### src/sv/coulomb_count_charge_estimator_top_defines.svh
// Assertion macros shared by the estimator RTL.
`ifndef COULOMB_COUNT_CHARGE_ESTIMATOR_TOP_DEFINES_SVH
`define COULOMB_COUNT_CHARGE_ESTIMATOR_TOP_DEFINES_SVH

// Same-cycle implication, sampled on clk, off during rst.
`define CCCE_ASSERT_NOW(lbl, cond, prop, msg) \
  lbl: assert property (@(posedge clk) disable iff (rst) (cond) |-> (prop)) \
    else $error(msg);

// Next-cycle implication, sampled on clk, off during rst.
`define CCCE_ASSERT_NEXT(lbl, cond, prop, msg) \
  lbl: assert property (@(posedge clk) disable iff (rst) (cond) |=> (prop)) \
    else $error(msg);

`endif

### src/sv/ccce_pkg.sv
package ccce_pkg;

  localparam int VOLT_W = 20;
  localparam int CHG_W = 40;
  localparam int SOC_W = 15;
  localparam int ANCHOR_NUM_W = VOLT_W + SOC_W;
  localparam int NUM_W = CHG_W + SOC_W;
  localparam int CNT_W = 6;

  localparam logic [SOC_W-1:0] SOC_FULL = SOC_W'(25600);
  localparam logic [CNT_W-1:0] ANCHOR_ITERS = CNT_W'(ANCHOR_NUM_W);
  localparam logic [CNT_W-1:0] COUNT_ITERS = CNT_W'(NUM_W);

  localparam logic [VOLT_W-1:0] FULL_RESET = VOLT_W'(64512);
  localparam logic [VOLT_W-1:0] EMPTY_RESET = VOLT_W'(46080);
  localparam logic [CHG_W-1:0] CAP_RESET = CHG_W'(1000000);

  typedef enum logic [1:0] {
    SRC_FULL,
    SRC_EMPTY,
    SRC_COUNTED,
    SRC_CLAMPED
  } source_t;

  typedef enum logic [1:0] {
    CFG_FULL,
    CFG_EMPTY,
    CFG_CAP
  } cfg_index_t;

  typedef struct packed {
    logic        op;
    logic [23:0] bus_raw;
    logic [39:0] charge_raw;
  } in_item_t;

  typedef struct packed {
    logic [SOC_W-1:0] soc_level;
    source_t          source;
    logic             anchored_now;
  } out_item_t;

  typedef enum logic [2:0] {
    ST_IDLE,
    ST_CHECK,
    ST_ANCHOR,
    ST_COUNT,
    ST_EMIT
  } state_t;

  typedef struct packed {
    logic load;
    logic restart;
    logic anchor_go;
    logic anchor_set;
    logic count_go;
    logic emit;
  } cmd_t;

  typedef struct packed {
    logic op_restart;
    logic anchored;
    logic extreme;
    logic div_done;
    logic out_free;
  } status_t;

endpackage

### src/sv/ccce_ctrl.sv
module ccce_ctrl
  import ccce_pkg::*;
(
  input  logic    clk,
  input  logic    rst,
  input  logic    in_valid,
  output logic    in_ready,
  input  status_t status,
  output cmd_t    cmd
);

  state_t state;
  state_t state_next;

  always_ff @(posedge clk) begin
    if (rst) begin
      state <= ST_IDLE;
    end else begin
      state <= state_next;
    end
  end

  always_comb begin
    state_next = state;
    cmd = '0;
    in_ready = 1'b0;
    unique case (state)
      ST_IDLE: begin
        in_ready = 1'b1;
        if (in_valid) begin
          cmd.load = 1'b1;
          state_next = ST_CHECK;
        end
      end
      ST_CHECK: begin
        if (status.op_restart) begin
          cmd.restart = 1'b1;
          state_next = ST_EMIT;
        end else if (!status.anchored) begin
          cmd.anchor_go = 1'b1;
          state_next = ST_ANCHOR;
        end else if (status.extreme) begin
          state_next = ST_EMIT;
        end else begin
          cmd.count_go = 1'b1;
          state_next = ST_COUNT;
        end
      end
      ST_ANCHOR: begin
        if (status.div_done) begin
          cmd.anchor_set = 1'b1;
          if (status.extreme) begin
            state_next = ST_EMIT;
          end else begin
            cmd.count_go = 1'b1;
            state_next = ST_COUNT;
          end
        end
      end
      ST_COUNT: begin
        if (status.div_done) begin
          state_next = ST_EMIT;
        end
      end
      ST_EMIT: begin
        if (status.out_free) begin
          cmd.emit = 1'b1;
          state_next = ST_IDLE;
        end
      end
      default: state_next = ST_IDLE;
    endcase
  end

endmodule

### src/sv/ccce_div.sv
`include "coulomb_count_charge_estimator_top_defines.svh"

module ccce_div
  import ccce_pkg::*;
(
  input  logic             clk,
  input  logic             rst,
  input  logic             start,
  input  logic [NUM_W-1:0] dividend,
  input  logic [CHG_W-1:0] divisor,
  input  logic [CNT_W-1:0] iters,
  output logic [NUM_W-1:0] quotient,
  output logic             done
);

  logic [CHG_W-1:0] rem;
  logic [CHG_W-1:0] dvs;
  logic [NUM_W-1:0] quo;
  logic [CNT_W-1:0] cnt;
  logic             busy;
  logic [CHG_W:0]   trial;
  logic [CHG_W+1:0] diff;

  assign trial = {rem, quo[NUM_W-1]};
  assign diff = {1'b0, trial} - {2'b00, dvs};
  assign quotient = quo;

  always_ff @(posedge clk) begin
    if (rst) begin
      busy <= 1'b0;
      done <= 1'b0;
      cnt <= '0;
    end else begin
      done <= 1'b0;
      if (start) begin
        busy <= 1'b1;
        cnt <= iters;
      end else if (busy) begin
        cnt <= cnt - CNT_W'(1);
        if (cnt == CNT_W'(1)) begin
          busy <= 1'b0;
          done <= 1'b1;
        end
      end
    end
  end

  always_ff @(posedge clk) begin
    if (start) begin
      rem <= '0;
      quo <= dividend;
      dvs <= divisor;
    end else if (busy) begin
      if (!diff[CHG_W+1]) begin
        rem <= diff[CHG_W-1:0];
        quo <= {quo[NUM_W-2:0], 1'b1};
      end else begin
        rem <= trial[CHG_W-1:0];
        quo <= {quo[NUM_W-2:0], 1'b0};
      end
    end
  end

  `CCCE_ASSERT_NOW(a_start_idle, start, !busy, "divider started while busy")
  `CCCE_ASSERT_NEXT(a_done_pulse, done, !done, "divider done held past one cycle")

endmodule

### src/sv/ccce_dp.sv
`include "coulomb_count_charge_estimator_top_defines.svh"

module ccce_dp
  import ccce_pkg::*;
(
  input  logic        clk,
  input  logic        rst,
  input  in_item_t    in_data,
  output logic        out_valid,
  input  logic        out_ready,
  output out_item_t   out_data,
  input  logic        cfg_we,
  input  logic [1:0]  cfg_index,
  input  logic [39:0] cfg_data,
  input  cmd_t        cmd,
  output status_t     status
);

  logic [VOLT_W-1:0] full_level;
  logic [VOLT_W-1:0] empty_level;
  logic [CHG_W-1:0]  capacity;
  logic [SOC_W-1:0]  start_level;
  logic              anchored;
  logic              now_flag;
  logic              op_q;
  logic [VOLT_W-1:0] volts;
  logic              neg;
  logic [CHG_W-1:0]  mag;

  logic                    ge_full;
  logic                    le_empty;
  logic                    range_ok;
  logic [VOLT_W-1:0]       range_v;
  logic [VOLT_W-1:0]       c_hi;
  logic [VOLT_W-1:0]       c_lo;
  logic [VOLT_W-1:0]       c_off;
  logic [ANCHOR_NUM_W-1:0] c_ext;
  logic [ANCHOR_NUM_W-1:0] anchor_num;
  logic [NUM_W-1:0]        mag_ext;
  logic [NUM_W-1:0]        count_num;
  logic [CHG_W-1:0]        cap_eff;

  logic             div_start;
  logic [NUM_W-1:0] div_dividend;
  logic [CHG_W-1:0] div_divisor;
  logic [CNT_W-1:0] div_iters;
  logic [NUM_W-1:0] quo;
  logic             div_done;

  logic [NUM_W:0]   sum_up;
  logic             clamp_lo;
  logic             clamp_hi;
  out_item_t        result;

  assign ge_full = volts >= full_level;
  assign le_empty = volts <= empty_level;
  assign range_ok = full_level > empty_level;
  assign range_v = full_level - empty_level;

  assign c_hi = (volts > full_level) ? full_level : volts;
  assign c_lo = (c_hi < empty_level) ? empty_level : c_hi;
  assign c_off = c_lo - empty_level;
  assign c_ext = {{SOC_W{1'b0}}, c_off};
  // x * 25600 = (x << 14) + (x << 13) + (x << 10)
  assign anchor_num = (c_ext << 14) + (c_ext << 13) + (c_ext << 10);
  assign mag_ext = {{SOC_W{1'b0}}, mag};
  assign count_num = (mag_ext << 14) + (mag_ext << 13) + (mag_ext << 10);
  assign cap_eff = (capacity == '0) ? CHG_W'(1) : capacity;

  assign div_start = cmd.anchor_go | cmd.count_go;
  assign div_dividend = cmd.anchor_go ? {anchor_num, {VOLT_W{1'b0}}} : count_num;
  assign div_divisor = cmd.anchor_go ? {{(CHG_W-VOLT_W){1'b0}}, range_v} : cap_eff;
  assign div_iters = cmd.anchor_go ? ANCHOR_ITERS : COUNT_ITERS;

  ccce_div u_div (
    .clk      (clk),
    .rst      (rst),
    .start    (div_start),
    .dividend (div_dividend),
    .divisor  (div_divisor),
    .iters    (div_iters),
    .quotient (quo),
    .done     (div_done)
  );

  assign status.op_restart = op_q;
  assign status.anchored = anchored;
  assign status.extreme = ge_full | le_empty;
  assign status.div_done = div_done;
  assign status.out_free = !out_valid || out_ready;

  assign sum_up = {{(NUM_W+1-SOC_W){1'b0}}, start_level} + {1'b0, quo};
  assign clamp_lo = quo > {{(NUM_W-SOC_W){1'b0}}, start_level};
  assign clamp_hi = sum_up > {{(NUM_W+1-SOC_W){1'b0}}, SOC_FULL};

  always_comb begin
    result.anchored_now = now_flag;
    if (op_q) begin
      result.soc_level = '0;
      result.source = SRC_FULL;
      result.anchored_now = 1'b0;
    end else if (ge_full) begin
      result.soc_level = SOC_FULL;
      result.source = SRC_FULL;
    end else if (le_empty) begin
      result.soc_level = '0;
      result.source = SRC_EMPTY;
    end else if (!neg) begin
      if (clamp_lo) begin
        result.soc_level = '0;
        result.source = SRC_CLAMPED;
      end else begin
        result.soc_level = start_level - quo[SOC_W-1:0];
        result.source = SRC_COUNTED;
      end
    end else begin
      if (clamp_hi) begin
        result.soc_level = SOC_FULL;
        result.source = SRC_CLAMPED;
      end else begin
        result.soc_level = sum_up[SOC_W-1:0];
        result.source = SRC_COUNTED;
      end
    end
  end

  always_ff @(posedge clk) begin
    if (rst) begin
      full_level <= FULL_RESET;
      empty_level <= EMPTY_RESET;
      capacity <= CAP_RESET;
    end else if (cfg_we) begin
      unique case (cfg_index)
        CFG_FULL:  full_level <= cfg_data[VOLT_W-1:0];
        CFG_EMPTY: empty_level <= cfg_data[VOLT_W-1:0];
        CFG_CAP:   capacity <= cfg_data;
        default: ;
      endcase
    end
  end

  always_ff @(posedge clk) begin
    if (rst) begin
      start_level <= SOC_FULL;
      anchored <= 1'b0;
      out_valid <= 1'b0;
    end else begin
      if (cmd.restart) begin
        anchored <= 1'b0;
      end else if (cmd.anchor_set) begin
        anchored <= 1'b1;
        start_level <= range_ok ? quo[SOC_W-1:0] : '0;
      end
      if (cmd.emit) begin
        out_valid <= 1'b1;
      end else if (out_ready) begin
        out_valid <= 1'b0;
      end
    end
  end

  always_ff @(posedge clk) begin
    if (cmd.load) begin
      op_q <= in_data.op;
      volts <= in_data.bus_raw[23:4];
      neg <= in_data.charge_raw[39];
      mag <= in_data.charge_raw[39] ? (~in_data.charge_raw + CHG_W'(1))
                                    : in_data.charge_raw;
      now_flag <= 1'b0;
    end else if (cmd.anchor_set) begin
      now_flag <= 1'b1;
    end
    if (cmd.emit) begin
      out_data <= result;
    end
  end

  `CCCE_ASSERT_NOW(a_emit_free, cmd.emit, !out_valid || out_ready, "item overwrote held result")
  `CCCE_ASSERT_NOW(a_soc_range, out_valid, out_data.soc_level <= SOC_FULL, "soc above full")
  `CCCE_ASSERT_NOW(a_anchor_div, cmd.anchor_set, div_done, "anchor set without quotient")

endmodule

### src/sv/coulomb_count_charge_estimator_top.sv
// Path, accept to out_valid: restart or an anchored voltage at a limit goes CHECK, EMIT;
// a limit sample that also anchors goes CHECK, ANCHOR, EMIT; a counted sample goes CHECK,
// COUNT, EMIT; a counted sample that also anchors goes CHECK, ANCHOR, COUNT, EMIT.
// A new item is taken only once the last result is emitted; the 1-bit/cycle divider (35 steps
// anchoring, 55 steps counting) sets the pace, and EMIT waits while a held result is not taken.
// Synchronous active-high rst: config registers to reset values, start level 100%, not
// anchored, no result held.
module coulomb_count_charge_estimator_top
  import ccce_pkg::*;
(
  input  logic        clk,
  input  logic        rst,
  input  logic        in_valid,
  output logic        in_ready,
  input  in_item_t    in_data,
  output logic        out_valid,
  input  logic        out_ready,
  output out_item_t   out_data,
  input  logic        cfg_we,
  input  logic [1:0]  cfg_index,
  input  logic [39:0] cfg_data
);

  cmd_t    cmd;
  status_t status;

  ccce_ctrl u_ctrl (
    .clk      (clk),
    .rst      (rst),
    .in_valid (in_valid),
    .in_ready (in_ready),
    .status   (status),
    .cmd      (cmd)
  );

  ccce_dp u_dp (
    .clk       (clk),
    .rst       (rst),
    .in_data   (in_data),
    .out_valid (out_valid),
    .out_ready (out_ready),
    .out_data  (out_data),
    .cfg_we    (cfg_we),
    .cfg_index (cfg_index),
    .cfg_data  (cfg_data),
    .cmd       (cmd),
    .status    (status)
  );

endmodule
### config.mk
export PLATFORM = sky130hd
export DESIGN_NAME = coulomb_count_charge_estimator_top
export DESIGN_NICKNAME = d
export VERILOG_FILES = /design/src/sv/ccce_pkg.sv /design/src/sv/ccce_ctrl.sv /design/src/sv/ccce_div.sv /design/src/sv/ccce_dp.sv /design/src/sv/coulomb_count_charge_estimator_top.sv
export VERILOG_INCLUDE_DIRS = /design/src /design/src/sv
export SDC_FILE = /design/constraint.sdc
export NUM_CORES = 1
export LEC_CHECK = 0
export BUFFER_PORTS_ARGS = -buffer_cell sky130_fd_sc_hd__buf_2
export CAP_MARGIN = 20
export CORE_MARGIN = 5
export CORE_UTILIZATION = 40
export DETAILED_ROUTE_END_ITERATION = 8
export PLACE_DENSITY = 0.67
export RECOVER_POWER = 25
export SLEW_MARGIN = 20
export SYNTH_ARGS = -nofsm -noshare
export SYNTH_HDL_FRONTEND = slang
export SYNTH_HIERARCHICAL = 1
export SYNTH_SLANG_ARGS = --single-unit
### constraint.sdc
create_clock -name clk -period 26 [get_ports clk]
set_input_delay 7.8 -clock clk [delete_from_list [all_inputs] [get_ports clk]]
set_output_delay 7.8 -clock clk [all_outputs]
set_load 0.01 [all_outputs]
==> results of run 1 <==
[cell families (layout without fill, tap and decap cells)]
family	after synthesis	after routing
adder cells (fa/ha/maj)	312	312
multiplexers	125	125
AO/OA/AOI/OAI	781	781
buffers and inverters	329	417
other	2	16
AND/OR/NAND/NOR	1008	1008
flip-flops	324	324
XOR/XNOR	172	172
[power breakdown]
group	switching [mW]	internal, mW	total [mW]
combinational	1.37	1.00	2.38
clock	0.237	0.359	0.596
sequential	0.104	0.660	0.764
total	1.72	2.02	3.74
[worst max-delay path, delay by kind of cell (launching register included)]
kind / cells / cell delay [ps]
simple gates: 10 / 1730
fa+ha+maj: 5 / 1650
mux: 3 / 1040
flops: 1 / 510
compound gates: 25 / 5500
buf+inv: 1 / 260
xor+xnor: 1 / 180
[metal layers]
layer | share of wire, % | wire (um) | vias up | track usage (%)
met5 | 0 | 0 | - | 0
met4 | 2.9 | 1980 | 0 | 5.53
met2 | 48 | 32100 | 410 | 31.0
met3 | 3.6 | 2410 | 93 | 2.17
met1 | 46 | 31100 | 10400 | 23.8
li1 | - | - | 11200 | -
[registers in the layout, summed over array words and instances, names as in the netlist]
register             cells
u_dp/now_flag            1
u_dp/u_div/cnt           6
u_dp/volts              20
u_dp/anchored            1
u_dp/u_div/rem          40
u_dp/u_div/done          1
u_ctrl/state             3
u_dp/u_div/quotient     55
u_dp/u_div/busy          1
u_dp/full_level         20
u_dp/neg                 1
u_dp/empty_level        20
u_dp/capacity           40
u_dp/u_div/dvs          40
u_dp/start_level        15
u_dp/mag                40
u_dp/out_data           18
u_dp/op_q                1
u_dp/out_valid           1
[through the flow]
step                      hold WS (ps)  utilization (%)
after floorplan                    432                -
after global placement             454             42.2
after detailed placement           458             42.2
after CTS                          468             44.2
after global routing               488             44.2
final                              466             44.2
[synth_stat cells, drive strengths merged, types with 36 or more instances]
library cell  number  area, um^2
nand3             55         275
a21o              84         631
clkbuf            99         373
nand2            343        1290
nor2             219         830
edfxtp           175        5260
nor3              56         290
nand4             55         350
nor4              36         231
a21oi            271        1400
nand2b            43         269
o21ai            139         707
fa                50        1000
inv              202         758
nor2b             61         382
xor2              69         604
dfxtp            149        2980
xnor2            103         902
ha               262        3280
a211oi            37         295
mux2             109        1230
[cell type report]
| cell class | instances | area (um^2) | share of cell area, % |
|---|---|---|---|
| antenna | 2 | 5.00 | 0.0169 |
| clock buffer | 46 | 1030 | 3.49 |
| clock inverter | 26 | 370 | 1.25 |
| inverter | 203 | 762 | 2.58 |
| multi-input combinational | 2412 | 17300 | 58.6 |
| sequential | 324 | 8240 | 27.9 |
| tap | 873 | 1090 | 3.69 |
| timing repair buffer | 142 | 739 | 2.50 |
[final timing paths]
check	endpoint	slack (ps)	depth (start not counted)
setup / recovery	u_dp/u_div/quotient[53]	14880	45
hold / removal	u_dp/now_flag	470	2
setup reg to reg	u_dp/u_div/quotient[53]	14880	45
hold reg to reg	u_dp/now_flag	470	2
==> results.toml, run 1 <==
[synth]
synth_compound_area_share_pct = 19.2
ys_types = 109
netlist_area_um2 = 26900
synth_top_family_by_area = "compound AO/OA/AOI/OAI gates"
async_reset_ff_share_pct = 0
yosys.area_share.simple_pct = 18.4
ys_seq_area_share_pct = 30.7
synthAdderAreaFrac_pct = 15.9
synthMuxAreaShare_pct = 5.19
synth_seq_cells = 324
synth_cells = 3053
synthFlopType = "edfxtp_1"
synth.avg_cell_area_um2 = 8.80
synth_xor_area_share_pct = 5.61
synth_enable_flop_cells = 175
yosysWarnings = 6

[timing]
slew_headroom_pct = -157
tightestPinTransition_ps = 3860
setup_slack_ps = 14880
fin_crit_ps = 11120
slew_violations = 143
rsz0062_at_grt = "false"
setup_viol = 0
hold_viol = 0
tns_ps = 0
fin_crit_sh_pct = 42.8
fmax_ghz = 0.0899
clock_skew_ps = 32.8

[critical_path]
cp_slowest_cell = "o22a_1"
worstPathRequired_ps = 26320
path_class = "reg2reg"
worstReg2RegStart = "u_dp/volts[5]"
critPathLaunchType = "flop"
worstPathMaxFanout = 20
critPathMaxStageDelay_ps = 840
cp_common_cell = "o21ai_0"
end_kind = "flop"
arrival_ps = 11440
critPathLaunch = "u_dp/volts[5]"

[routing]
finalWirelength_um = 67600
via_per_inst = 5.48
wl_per_cell_um = 16.8
dr.pass1.iters = 5
drc = 0
drt_iter0_markers = 1428
ant_nets = 0
routed-via-count = 22100

[placement]
portBuffers = 127
place_area_um2 = 28200
post-place-ws_ps = 14870
place_congestion = 0.931
dp_cells = 3954
hpwlAfterDp_um = 51200

[floorplan]
die_x_um = 269
fp.dieH_um = 269
io_pins = 132
die_area_um2 = 72400
initial_utilization_pct = 40.1
core_area_um2 = 66900
rows = 95

[grt]
antenna_found_initial = 7
grt_pass1_vias = 21200
grt_pass1_wl_um = 110000
grt_max_degree = 83
grt_usage_pct = 18.0
globalRouteOverflowTotal = 0

[pwr]
power_density_nw_per_um2 = 126
finalPower_mw = 3.74
max-vdd-ir-drop_mv = 0.103
leakagePower_nw = 12.0

[cts]
cts_buffers = 39
cts_sinks = 324
postCtsSetupRepairBufs = 0
clk_latency_ps = 570
clkTransAtPathRegs_ps = 60
h-tree-depth = 2
ctsLongestPathBuffers = 3
ctsResizeCount = 0
clockRootBuffer = "clkbuf_16"
cts_tree = "done"
hold_buffers = 0

[finish]
stdcell_area_um2 = 29600
drive_above_1_share_pct = 11.8
final_cells = 4028
fillers = 6569
layout_commonest_cell = "nand2_1"
final_cell_mix = "341 x nand2_1, 262 x a21oi_1, 262 x ha_1"
syn2layout_area_growth_pct = 10.1
final_nets = 3546

[status]
violations = "capacitance limit, slew limit"
outcome = "finished, violations left"

[hold_path]
worstHoldStart = "u_dp/now_flag"
hold_path_class = "reg2reg"

[flow_run]
maxCapViolCount = 4
Power figures use the tool's default switching activity.
==> run 2, diff against run 1 <==
PLACE_DENSITY = 0.69   (was 0.67)
clock period = 9.96 ns   (was 26 ns; I/O delays follow)
==> run 2 against run 1 <==
The flow still finishes with violations (capacitance limit, slew limit). Sequential share of layout area is 0.30 points lower. Utilization up 0.49 points. Non-clock buffer count rose by 30. Global-route usage up 0.31 points. Clock skew decreased by 5.6 ps. Die area unchanged. Design area rose by 1.1%. Flip-flop and latch count did not move. First-iteration DRC count down 0.35%. Worst hold slack improved by 4.8 ps. Highest routed layer is now met5.
==> results.toml, run 2 (same netlist as run 1, synthesis figures left out) <==
[finish]
layout_commonest_cell = "nand2_1"
final_cells = 4055
final_nets = 3576
largest_register_ff_count = 55
antenna_cells = 0
seq_area_um2 = 8240
drive_above_1_share_pct = 13.2
multi_input_area_um2 = 17500
final_cell_mix = "341 x nand2_1, 261 x ha_1, 258 x a21oi_1"
fillers = 6544
syn2layout_area_growth_pct = 11.3

[floorplan]
fp.dieH_um = 269
core_area_um2 = 66900
io_pins = 132
initial_utilization_pct = 40.1
die_x_um = 269
rows = 95
die_area_um2 = 72400

[cts]
ctsLongestPathBuffers = 3
clkTransAtPathRegs_ps = 60
h-tree-depth = 2
cts_sinks = 324
postCtsSetupRepairBufs = 0
clk_latency_ps = 570
clockRootBuffer = "clkbuf_16"
cts_tree = "done"
cts_buffers = 39

[pwr]
pwr-share-clk_pct = 15.2
max-vdd-ir-drop_mv = 0.340
pwr-share-comb_pct = 65.0
power_switching_mw = 4.59
finalPower_mw = 10.1
switching_share_pct = 45.3
power_density_nw_per_um2 = 339
p_int_mw = 5.54
seqPwrFrac_pct = 19.7
leakagePower_nw = 12.2

[flow_run]
maxCapViolCount = 5

[routing]
wl_met3_um = 2970
topRoutingLayerUsed = "met5"
wl_met2_um = 32400
wl_per_cell_um = 17.0
via_per_inst = 5.53
ant_nets = 0
routed-via-count = 22400
drt_iter0_markers = 1423
finalWirelength_um = 69000
wl_met1_um = 31300
dr.pass1.iters = 6
drc = 0

[grt]
globalRouteOverflowTotal = 0
antenna_found_initial = 7
grt_pass1_wl_um = 112000
grt_max_degree = 98
grt_usage_pct = 18.3
grt_pass1_vias = 21700

[timing]
hold_viol = 0
fmax_ghz = 0.105
slew_headroom_pct = -193
fin_crit_ps = 9510
fin_crit_sh_pct = 95.5
tightestPinTransition_ps = 4400
slew_violations = 266
setup_viol = 0
clock_skew_ps = 27.2
tns_ps = 0

[critical_path]
critPathLaunch = "u_dp/volts[5]"
timing.rr.end = "u_dp/u_div/quotient[54]"
worstPathRequired_ps = 10280
arrival_ps = 9830
r2r_slack_ps = 450
cp_slowest_cell = "a221o_2"
worstReg2RegStart = "u_dp/volts[5]"
end_kind = "flop"
path_class = "reg2reg"
crit_end = "u_dp/u_div/quotient[54]"
critPathMaxStageDelay_ps = 480
critPathLaunchType = "flop"
worstPathMaxFanout = 5
reg2reg_depth = 45

[placement]
hpwlAfterDp_um = 52200
portBuffers = 127
place_congestion = 0.914
dp_cells = 3983

[status]
violations = "capacitance limit, slew limit"
outcome = "finished, violations left"

[hold_path]
hold_path_class = "reg2reg"
hold_path_depth = 2
run 2: cell types whose count changed in the layout (fill, tap and decap cells not counted), sizes merged:
cell,change
diode,-2
buf,+24
clkinvlp,-5
inv,-2
clkbuf,+12
run 2: critical path: cells and delay by family, from the launching register on:
kind / cells / cell delay [ps]
flops: 1 / 420
compound gates: 26 / 4780
mux: 3 / 980
fa+ha+maj: 5 / 1500
buf+inv: 2 / 320
simple gates: 9 / 1290
run 2: worst min-delay path by stage:
stage	from	endpoint	slack, ps
after floorplan	u_dp/now_flag	u_dp/now_flag	430
after global placement	u_dp/capacity[34]	u_dp/capacity[34]	460
after detailed placement	u_dp/capacity[21]	u_dp/capacity[21]	460
after CTS	u_dp/capacity[5]	u_dp/capacity[5]	470
after global routing	u_dp/capacity[5]	u_dp/capacity[5]	490
final	u_dp/capacity[21]	u_dp/capacity[21]	470
run 2: layout make-up:
class	instances	area share [%]
well taps	873	3.65
multi-input cells	2412	58.4
flip-flops and latches	324	27.5
repair buffers	172	3.20
clock inverters	19	1.01
clock buffers	52	3.60
inverters	203	2.55
run 2: metal layers:
layer | GRT usage (%) | vias up
li1 | - | 11200
met1 | 24.0 | 10500
met2 | 31.2 | 529
met3 | 2.60 | 139
met4 | 6.30 | 4
met5 | 0 | -
run 2: timing repair:
item                                    4_1_cts  5_1_grt
endpoints found under the hold margin         0        0
resized for setup                             0       27
hold buffers                                  0        0
endpoints found under the setup margin        0        9
run 2: stage by stage:
step | worst slack [ps] | area, um^2 | utilization [%] | hold slack, ps
floorplan | 187 | 26900 | - | 432
global placement | 244 | 28400 | 42.5 | 457
detailed placement | 186 | 28400 | 42.5 | 459
CTS | 156 | 29800 | 44.5 | 473
global route | -33.3 | 29900 | 44.7 | 486
finish | 447 | 29900 | 44.7 | 471
run 2: power by group through the flow:
stage	clock, mW	combinational (mW)	sequential (mW)
detailed placement	0	6.38	2.02
CTS	1.59	6.42	1.99
finish	1.54	6.59	2.00
global route	1.64	7.35	2.04
global placement	0	6.29	2.01
floorplan	0	4.92	1.92
